<file path="src/rtl/tkfp_pkg.sv">
// Shared types and constants for the three-kind frame parser.
package tkfp_pkg;

	// Number of bytes in a command frame.
	localparam int CMD_LEN = 8;
	localparam int CMD_CNT_W = $clog2(CMD_LEN + 1);
	localparam logic [CMD_CNT_W-1:0] CMD_LEN_C = CMD_CNT_W'(CMD_LEN);
	localparam logic [CMD_CNT_W-1:0] CMD_LAST_C = CMD_CNT_W'(CMD_LEN - 1);

	// Configuration register indexes.
	localparam logic [1:0] CFG_DATA_ID = 2'd0;
	localparam logic [1:0] CFG_WB_ID = 2'd1;
	localparam logic [1:0] CFG_CMD_ID = 2'd2;

	// event_kind codes.
	localparam logic [1:0] EV_DATA = 2'd0;
	localparam logic [1:0] EV_WB = 2'd1;
	localparam logic [1:0] EV_CMD = 2'd2;
	localparam logic [1:0] EV_ERROR = 2'd3;

	// aborted_kind codes.
	localparam logic [1:0] AB_DATA = 2'd0;
	localparam logic [1:0] AB_WB = 2'd1;
	localparam logic [1:0] AB_CMD = 2'd2;

	// Sub-phase values inside the data and writeback frames.
	localparam logic [2:0] PH_HDR0 = 3'd0;
	localparam logic [2:0] PH_HDR1 = 3'd1;
	localparam logic [2:0] PH_CNT_HI = 3'd2;
	localparam logic [2:0] PH_CNT_LO = 3'd3;
	localparam logic [2:0] PH_BODY = 3'd4;

	typedef enum logic [1:0] {
		FRAME_IDLE = 2'd0,
		FRAME_DATA = 2'd1,
		FRAME_WB = 2'd2,
		FRAME_CMD = 2'd3
	} frame_kind_t;

	// Decoded action for the byte in the input register.
	typedef struct packed {
		logic abort;
		logic data_grp;
		logic data_last;
		logic wb_req;
		logic cmd_beat;
		logic cmd_last;
		logic start;
	} action_t;

	typedef struct packed {
		logic [1:0] event_kind;
		logic [15:0] group_index;
		logic [15:0] first_half;
		logic [15:0] second_half;
		logic is_last;
		logic [5:0] cmd_index;
		logic [7:0] cmd_byte;
		logic [15:0] resend_times;
		logic start_output;
		logic [1:0] aborted_kind;
	} result_t;

endpackage

</file>
<file path="src/rtl/three_kind_frame_parser.sv">
// Top level of the three-kind frame parser: byte-serial frame decoder.
//
// Usage:
//   Input channel (in_valid / in_stall / rx_byte) carries one received byte
//   per beat. Output channel (out_valid / out_stall / result fields) carries
//   at most one result beat per input byte: a data group (two 16-bit halves),
//   a writeback request, a command byte, or a protocol error.
//   Config channel (cfg_valid / cfg_ready / cfg_index / cfg_data) sets the
//   three frame-ID bytes; cfg_ready is always high. Write only while idle.
// Timing:
//   A byte is held in the input register, then its result is loaded
//   into the output register. One byte per cycle sustained while no result
//   is held by out_stall; the single decode stage between the input
//   register and the output register sets that figure.
// Reset:
//   arst_n clears both pipeline valids and the parser state and sets the
//   frame IDs (data 1, writeback 2, command 3).
// Stall:
//   While out_stall holds a result, the input register still drains bytes
//   that make no result; a byte that makes a result waits, and in_stall
//   rises only then.
module three_kind_frame_parser (
	input  logic        clk,
	input  logic        arst_n,
	input  logic        in_valid,
	output logic        in_stall,
	input  logic [7:0]  rx_byte,
	output logic        out_valid,
	input  logic        out_stall,
	output logic [1:0]  event_kind,
	output logic [15:0] group_index,
	output logic [15:0] first_half,
	output logic [15:0] second_half,
	output logic        is_last,
	output logic [5:0]  cmd_index,
	output logic [7:0]  cmd_byte,
	output logic [15:0] resend_times,
	output logic        start_output,
	output logic [1:0]  aborted_kind,
	input  logic        cfg_valid,
	output logic        cfg_ready,
	input  logic [1:0]  cfg_index,
	input  logic [7:0]  cfg_data
);

	// config registers
	logic [7:0] data_id_q, wb_id_q, cmd_id_q;

	// input register
	logic       valid_s1;
	logic [7:0] byte_s1;

	// parser state
	tkfp_pkg::frame_kind_t frame_q, frame_d;
	logic [2:0]  phase_q, phase_d;
	logic [15:0] target_q, target_d;
	logic [17:0] rcvd_q, rcvd_d;
	logic [23:0] partial_q, partial_d;
	logic        running_q, running_d;
	logic [tkfp_pkg::CMD_CNT_W-1:0] cmd_cnt_q, cmd_cnt_d;
	logic [7:0]  rs_hi_q, rs_hi_d, rs_lo_q, rs_lo_d;

	// result register
	logic              out_valid_q;
	tkfp_pkg::result_t res_d, res_q;
	logic              res_valid;

	tkfp_pkg::action_t act;
	logic [15:0] groups;
	logic [1:0]  pos;
	logic [7:0]  rs_lo_now;
	logic        advance;
	logic        accept;

	assign groups = rcvd_q[17:2];
	assign pos = rcvd_q[1:0];

	// A byte leaves the input register unless it would overwrite a held result.
	assign advance = valid_s1 && (!out_valid_q || !out_stall || !res_valid);
	assign in_stall = valid_s1 && !advance;
	assign accept = in_valid && !in_stall;
	assign cfg_ready = 1'b1;

	// Config writes; index 3 is ignored.
	always_ff @(posedge clk or negedge arst_n) begin
		if (!arst_n) begin
			data_id_q <= 8'd1;
			wb_id_q <= 8'd2;
			cmd_id_q <= 8'd3;
		end else if (cfg_valid) begin
			unique case (cfg_index)
				tkfp_pkg::CFG_DATA_ID: data_id_q <= cfg_data;
				tkfp_pkg::CFG_WB_ID:   wb_id_q <= cfg_data;
				tkfp_pkg::CFG_CMD_ID:  cmd_id_q <= cfg_data;
				default: ;
			endcase
		end
	end

	// Input register.
	always_ff @(posedge clk or negedge arst_n) begin
		if (!arst_n) begin
			valid_s1 <= 1'b0;
		end else if (accept) begin
			valid_s1 <= 1'b1;
		end else if (advance) begin
			valid_s1 <= 1'b0;
		end
	end

	always_ff @(posedge clk) begin
		if (accept) begin
			byte_s1 <= rx_byte;
		end
	end

	// Decode what the current byte does.
	always_comb begin
		act = '0;
		unique case (frame_q)
			tkfp_pkg::FRAME_DATA: begin
				if (phase_q == tkfp_pkg::PH_HDR0 || phase_q == tkfp_pkg::PH_HDR1) begin
					act.abort = (byte_s1 != 8'd0);
				end else if (phase_q > tkfp_pkg::PH_BODY) begin
					act.abort = 1'b1;
				end else if (phase_q == tkfp_pkg::PH_BODY) begin
					act.data_grp = (groups < target_q) && (pos == 2'd3);
				end
			end
			tkfp_pkg::FRAME_WB: begin
				if (phase_q == tkfp_pkg::PH_HDR0 || phase_q == tkfp_pkg::PH_HDR1) begin
					act.abort = (byte_s1 != 8'd0);
				end else if (phase_q > tkfp_pkg::PH_CNT_LO) begin
					act.abort = 1'b1;
				end else begin
					act.wb_req = (phase_q == tkfp_pkg::PH_CNT_HI);
				end
			end
			tkfp_pkg::FRAME_CMD: begin
				if (cmd_cnt_q >= tkfp_pkg::CMD_LEN_C) begin
					act.abort = 1'b1;
				end else begin
					act.cmd_beat = 1'b1;
				end
			end
			default: ;
		endcase
		act.data_last = act.data_grp && ({1'b0, groups} + 17'd1 == {1'b0, target_q});
		act.cmd_last = act.cmd_beat && (cmd_cnt_q == tkfp_pkg::CMD_LAST_C);
		act.start = act.cmd_last && !running_q && (groups != 16'd0);
	end

	// The second command byte is the current one while cmd_cnt_q is 1.
	assign rs_lo_now = (cmd_cnt_q == tkfp_pkg::CMD_CNT_W'(1)) ? byte_s1 : rs_lo_q;

	// Next state.
	always_comb begin
		frame_d = frame_q;
		phase_d = phase_q;
		target_d = target_q;
		rcvd_d = rcvd_q;
		partial_d = partial_q;
		running_d = running_q;
		cmd_cnt_d = cmd_cnt_q;
		rs_hi_d = rs_hi_q;
		rs_lo_d = rs_lo_q;
		unique case (frame_q)
			tkfp_pkg::FRAME_IDLE: begin
				if (byte_s1 == data_id_q) begin
					frame_d = tkfp_pkg::FRAME_DATA;
					phase_d = tkfp_pkg::PH_HDR0;
					target_d = '0;
					rcvd_d = '0;
					partial_d = '0;
					running_d = 1'b0;
				end else if (byte_s1 == wb_id_q) begin
					frame_d = tkfp_pkg::FRAME_WB;
					phase_d = tkfp_pkg::PH_HDR0;
				end else if (byte_s1 == cmd_id_q) begin
					frame_d = tkfp_pkg::FRAME_CMD;
					phase_d = tkfp_pkg::PH_HDR0;
					cmd_cnt_d = '0;
					rs_hi_d = '0;
					rs_lo_d = '0;
				end
			end
			tkfp_pkg::FRAME_DATA: begin
				if (act.abort) begin
					frame_d = tkfp_pkg::FRAME_IDLE;
					target_d = '0;
					rcvd_d = '0;
					partial_d = '0;
					running_d = 1'b0;
				end else if (phase_q == tkfp_pkg::PH_CNT_HI) begin
					target_d = {byte_s1, 8'd0};
					phase_d = tkfp_pkg::PH_CNT_LO;
				end else if (phase_q == tkfp_pkg::PH_CNT_LO) begin
					target_d = {target_q[15:8], byte_s1};
					phase_d = tkfp_pkg::PH_BODY;
				end else if (phase_q == tkfp_pkg::PH_BODY) begin
					if (groups < target_q) begin
						rcvd_d = rcvd_q + 18'd1;
						partial_d = act.data_grp ? 24'd0 : {partial_q[15:0], byte_s1};
						if (act.data_last) begin
							frame_d = tkfp_pkg::FRAME_IDLE;
						end
					end
				end else begin
					phase_d = phase_q + 3'd1;
				end
			end
			tkfp_pkg::FRAME_WB: begin
				if (act.abort || phase_q == tkfp_pkg::PH_CNT_LO) begin
					frame_d = tkfp_pkg::FRAME_IDLE;
				end else begin
					phase_d = phase_q + 3'd1;
				end
			end
			tkfp_pkg::FRAME_CMD: begin
				if (act.abort) begin
					frame_d = tkfp_pkg::FRAME_IDLE;
					cmd_cnt_d = '0;
					rs_hi_d = '0;
					rs_lo_d = '0;
				end else begin
					if (cmd_cnt_q == '0) begin
						rs_hi_d = byte_s1;
					end
					rs_lo_d = rs_lo_now;
					cmd_cnt_d = cmd_cnt_q + tkfp_pkg::CMD_CNT_W'(1);
					if (act.cmd_last) begin
						frame_d = tkfp_pkg::FRAME_IDLE;
					end
					if (act.start) begin
						running_d = 1'b1;
					end
				end
			end
			default: ;
		endcase
	end

	// Result fields; fields outside the event kind stay zero.
	always_comb begin
		res_d = '0;
		res_valid = act.abort || act.data_grp || act.wb_req || act.cmd_beat;
		if (act.abort) begin
			res_d.event_kind = tkfp_pkg::EV_ERROR;
			unique case (frame_q)
				tkfp_pkg::FRAME_DATA: res_d.aborted_kind = tkfp_pkg::AB_DATA;
				tkfp_pkg::FRAME_WB:   res_d.aborted_kind = tkfp_pkg::AB_WB;
				default:              res_d.aborted_kind = tkfp_pkg::AB_CMD;
			endcase
		end else if (act.data_grp) begin
			res_d.event_kind = tkfp_pkg::EV_DATA;
			res_d.group_index = groups;
			res_d.first_half = partial_q[23:8];
			res_d.second_half = {partial_q[7:0], byte_s1};
			res_d.is_last = act.data_last;
		end else if (act.wb_req) begin
			res_d.event_kind = tkfp_pkg::EV_WB;
			res_d.group_index = groups;
		end else if (act.cmd_beat) begin
			res_d.event_kind = tkfp_pkg::EV_CMD;
			res_d.cmd_index = 6'(cmd_cnt_q);
			res_d.cmd_byte = byte_s1;
			res_d.is_last = act.cmd_last;
			res_d.resend_times = act.cmd_last ? {rs_hi_q, rs_lo_now} : 16'd0;
			res_d.start_output = act.start;
		end
	end

	always_ff @(posedge clk or negedge arst_n) begin
		if (!arst_n) begin
			frame_q <= tkfp_pkg::FRAME_IDLE;
			phase_q <= '0;
			target_q <= '0;
			rcvd_q <= '0;
			partial_q <= '0;
			running_q <= 1'b0;
			cmd_cnt_q <= '0;
			rs_hi_q <= '0;
			rs_lo_q <= '0;
		end else if (advance) begin
			frame_q <= frame_d;
			phase_q <= phase_d;
			target_q <= target_d;
			rcvd_q <= rcvd_d;
			partial_q <= partial_d;
			running_q <= running_d;
			cmd_cnt_q <= cmd_cnt_d;
			rs_hi_q <= rs_hi_d;
			rs_lo_q <= rs_lo_d;
		end
	end

	// Output register.
	always_ff @(posedge clk or negedge arst_n) begin
		if (!arst_n) begin
			out_valid_q <= 1'b0;
		end else if (advance && res_valid) begin
			out_valid_q <= 1'b1;
		end else if (!out_stall) begin
			out_valid_q <= 1'b0;
		end
	end

	always_ff @(posedge clk) begin
		if (advance && res_valid) begin
			res_q <= res_d;
		end
	end

	assign out_valid = out_valid_q;
	assign event_kind = res_q.event_kind;
	assign group_index = res_q.group_index;
	assign first_half = res_q.first_half;
	assign second_half = res_q.second_half;
	assign is_last = res_q.is_last;
	assign cmd_index = res_q.cmd_index;
	assign cmd_byte = res_q.cmd_byte;
	assign resend_times = res_q.resend_times;
	assign start_output = res_q.start_output;
	assign aborted_kind = res_q.aborted_kind;

endmodule

</file>
<file path="config.mk">
export PLATFORM = sky130hd
export DESIGN_NAME = three_kind_frame_parser
export DESIGN_NICKNAME = d
export VERILOG_FILES = /design/src/rtl/tkfp_pkg.sv /design/src/rtl/three_kind_frame_parser.sv
export SDC_FILE = /design/constraint.sdc
export NUM_CORES = 1
export LEC_CHECK = 0
export BUFFER_PORTS_ARGS = -buffer_cell sky130_fd_sc_hd__buf_2
export CAP_MARGIN = 25
export CORE_ASPECT_RATIO = 1.25
export CORE_MARGIN = 2
export CORE_UTILIZATION = 59
export DETAILED_ROUTE_END_ITERATION = 16
export PLACE_DENSITY = 0.91
export SYNTH_ARGS = -nofsm -noshare
export SYNTH_HDL_FRONTEND = slang
export SYNTH_SLANG_ARGS = --single-unit
</file>
<file path="constraint.sdc">
create_clock -name clk -period 8.4 [get_ports clk]
set_input_delay 0.84 -clock clk [delete_from_list [all_inputs] [get_ports clk]]
set_output_delay 0.84 -clock clk [all_outputs]
set_load 0.05 [all_outputs]
</file>
==> impl_metrics.toml <==
[synth]
synth_cell_types = 76
synth_top_flop_cell = "dfrtp_1"
synth_area_mm2 = 0.00982
synthTopCellsByArea = "edfxtp_1 28%, dfrtp_1 27%, nand2_1 4.3%"
synth-seq-cells = 200
synth_common_cells = "112 x nand2_1, 106 x dfrtp_1, 90 x edfxtp_1, 52 x o21ai_0, 41 x nor2_1"
synth_xor_area_frac = 0.0433
synth_area_per_cell_um2 = 11.1
synth.mux.area_fraction = 0.0411
yosys.cell_count.top_type = "nand2_1"
synth_compound_area_frac = 0.104
synthAdderAreaFrac = 0.0382
yosysWarnings = 0
synth_top_family_by_area = "simple AND/OR/NAND/NOR gates"
netlist.area_leader.share = 0.275
synth.largest_area_cell = "edfxtp_1"
synth_edf_count = 90
ys_seq_area_frac = 0.556
syn-instance-count = 888
async_flop_share = 0.550
synth-simple-area-share = 0.176

[worst_setup_path]
cp.required_ns = 7.56
worstSetupStartpointType = "flip-flop"
cp_slowest_cell = "or4_1"
critical-path-max-stage-delay_ns = 0.60
crit_buf_inv = 2
crit_arrival_ns = 3.57
crit_cells = 9
timing.rr.end = "rs_hi_q[3]"
cp-end-kind = "output port"
critPathMaxFanout = 10
r2r_cells = 10
r2r_slack_ns = 4.22
worstSetupPathType = "flip-flop to output port"
cp_cell_sequence = "ha_1 > a21o_1 > a221oi_2 > o21ai_2 > or4_1 > a41o_1 > or2_2 > inv_1 > buf_2"
r2r_start = "phase_q[1]"
path_delay_family = "compound AO/OA/AOI/OAI gates"

[floorplan]
die_w_um = 119
core_area_mm2 = 0.0163
io_pins = 110
die_h_um = 148
fp.dieArea_mm2 = 0.0177
core.rowCount = 52
initial_core_util = 0.604

[sta]
rsz0062_at_grt = "no"
fin_crit_sh = 0.526
final-hold-violation-count = 0
whs_ns = 0.406
setup_violations = 0
fin_skew_ns = 0.0141
fmaxAchievable_mhz = 227
fin_crit_ns = 4.41
final.setup.tns_ns = 0
maxSlewHeadroom = 0.313
layout_setup_ws_ns = 3.99
drv_slew = 0
tightest_slew_ns = 1.02

[status]
status = "complete, no violations"

[global_route]
grt_pass1_vias = 6971
grt_pass1_wl_um = 35200
grt_max_degree = 83
overflow = 0
antenna_found_initial = 0
grtUsageTotal = 0.257

[clocking]
post_cts_buffers = 0
cts_tree = "done"
clock_latency_ns = 0.44
clk_path_buf_depth = 2
clk_pin_slew_ns = 0.07
cts-htree-levels = 4
clockRootBuffer = "clkbuf_16"
cts_resized = 0
cts_sinks = 200
postCtsHoldBufs = 0
numCtsBuffers = 17

[detailed_routing]
routed_wl_um = 22200
routed-via-count = 7190
routedWlPerCell_um = 18.5
route.detailed.drc = 0
drt-pass1-iter-count = 5
final_antenna_net_count = 0
drtIter0Drc = 653
post_drt_via_cell_ratio = 5.99

[place]
pre_cts_slack_ns = 4.28
portBuffers = 106
dp_hpwl_um = 14900
gp_congestion = 0.927

[final_layout]
syn_to_final_growth_pct = 12.4
utilization = 0.679
finish.net_count = 1025
drive_gt1_frac = 0.199
antenna_cells = 0
n_fill_cell = 1188

[pwr]
ir_drop_v = 0.000222
p_leak_nw = 4.63
power_density_mw_per_mm2 = 319

[hold_path]
hp-class = "input port to asynchronous set/reset pin"

[run]
drv_cap = 0
==> cell usage in the layout (no fill, tap or decap), types with 18 or more instances in the layout <==
cell type and n:
nand2_1 112, dfrtp_1 106, buf_2 106, edfxtp_1 90
o21ai_0 52, nor2_1 41, inv_1 40, and3_1 35
and2_1 30, ha_1 30, a21oi_1 25, xnor2_1 25
mux2_2 25, xor2_1 21, nand3_1 21, nor4_1 18
==> worst register-to-register path: cells and delay by family, from the launching register on <==
family                     cells  cell delay [ns]
AOI/OAI and AO/OA              5             1.90
and+or+nand+nor                2             1.00
adders and majority gates      2             0.48
DFF                            1             0.42
muxes                          1             0.30
==> layer usage <==
layer | part of all wire | GRT usage | wire (µm)
met2 | 0.51 | 0.439 | 11200
met5 | 0 | 0 | 0
met4 | 0.045 | 0.139 | 1000
met3 | 0.063 | 0.0449 | 1410
met1 | 0.39 | 0.312 | 8540
==> final cells by class <==
class | count | area (µm²) | share of cell area
sequential | 200 | 5460 | 0.494
multi-input combinational | 597 | 4000 | 0.362
timing repair buffer | 115 | 618 | 0.0560
clock buffer | 22 | 454 | 0.0411
tap | 216 | 270 | 0.0245
inverter | 41 | 154 | 0.0139
clock inverter | 10 | 91.3 | 0.00827
==> through the flow <==
step / power (mW) / cell area (µm²) / instances
after floorplan: 2.45 / 9830 / 890
after global placement: 2.71 / 10500 / 1167
after detailed placement: 2.75 / 10500 / 1168
after CTS: 3.51 / 11000 / 1200
after global routing: 3.68 / 11000 / 1201
final: 3.53 / 11000 / 1201
==> registers in the layout, summed over array words and instances, names as in the netlist, 16 cells and up <==
name and count:
target_q 16, first_half 16, group_index 16, resend_times 16, second_half 16, rcvd_q 18
partial_q 24
==> kinds of logic (layout without fill, tap and decap cells) <==
logic type               count (synthesis)  in the layout
AO/OA/AOI/OAI                          147            147
buffers and inverters                   93            188
flip-flops                             200            200
XOR/XNOR                                47             47
other                                    2              4
adder cells (fa/ha/maj)                 30             30
multiplexers                            37             37
AND/OR/NAND/NOR                        332            332
==> report_power, final <==
part / internal, mW / leakage (nW) / switching, mW
registers: 1.31 / 2.32 / 0.154
clock network: 0.395 / 0.260 / 0.365
logic: 0.343 / 2.06 / 0.962
==> how the worst max path moves through the flow <==
stage,from,slack [ns],to
after floorplan,rcvd_q[17],1.85,aborted_kind[0]
after global placement,phase_q[1],4.46,resend_times[0]
after detailed placement,phase_q[1],4.28,rs_hi_q[7]
after CTS,rcvd_q[15],4.03,in_stall
after global routing,rcvd_q[15],3.86,in_stall
final,rcvd_q[15],3.99,in_stall
No activity file was read; power rests on OpenSTA's default activity.
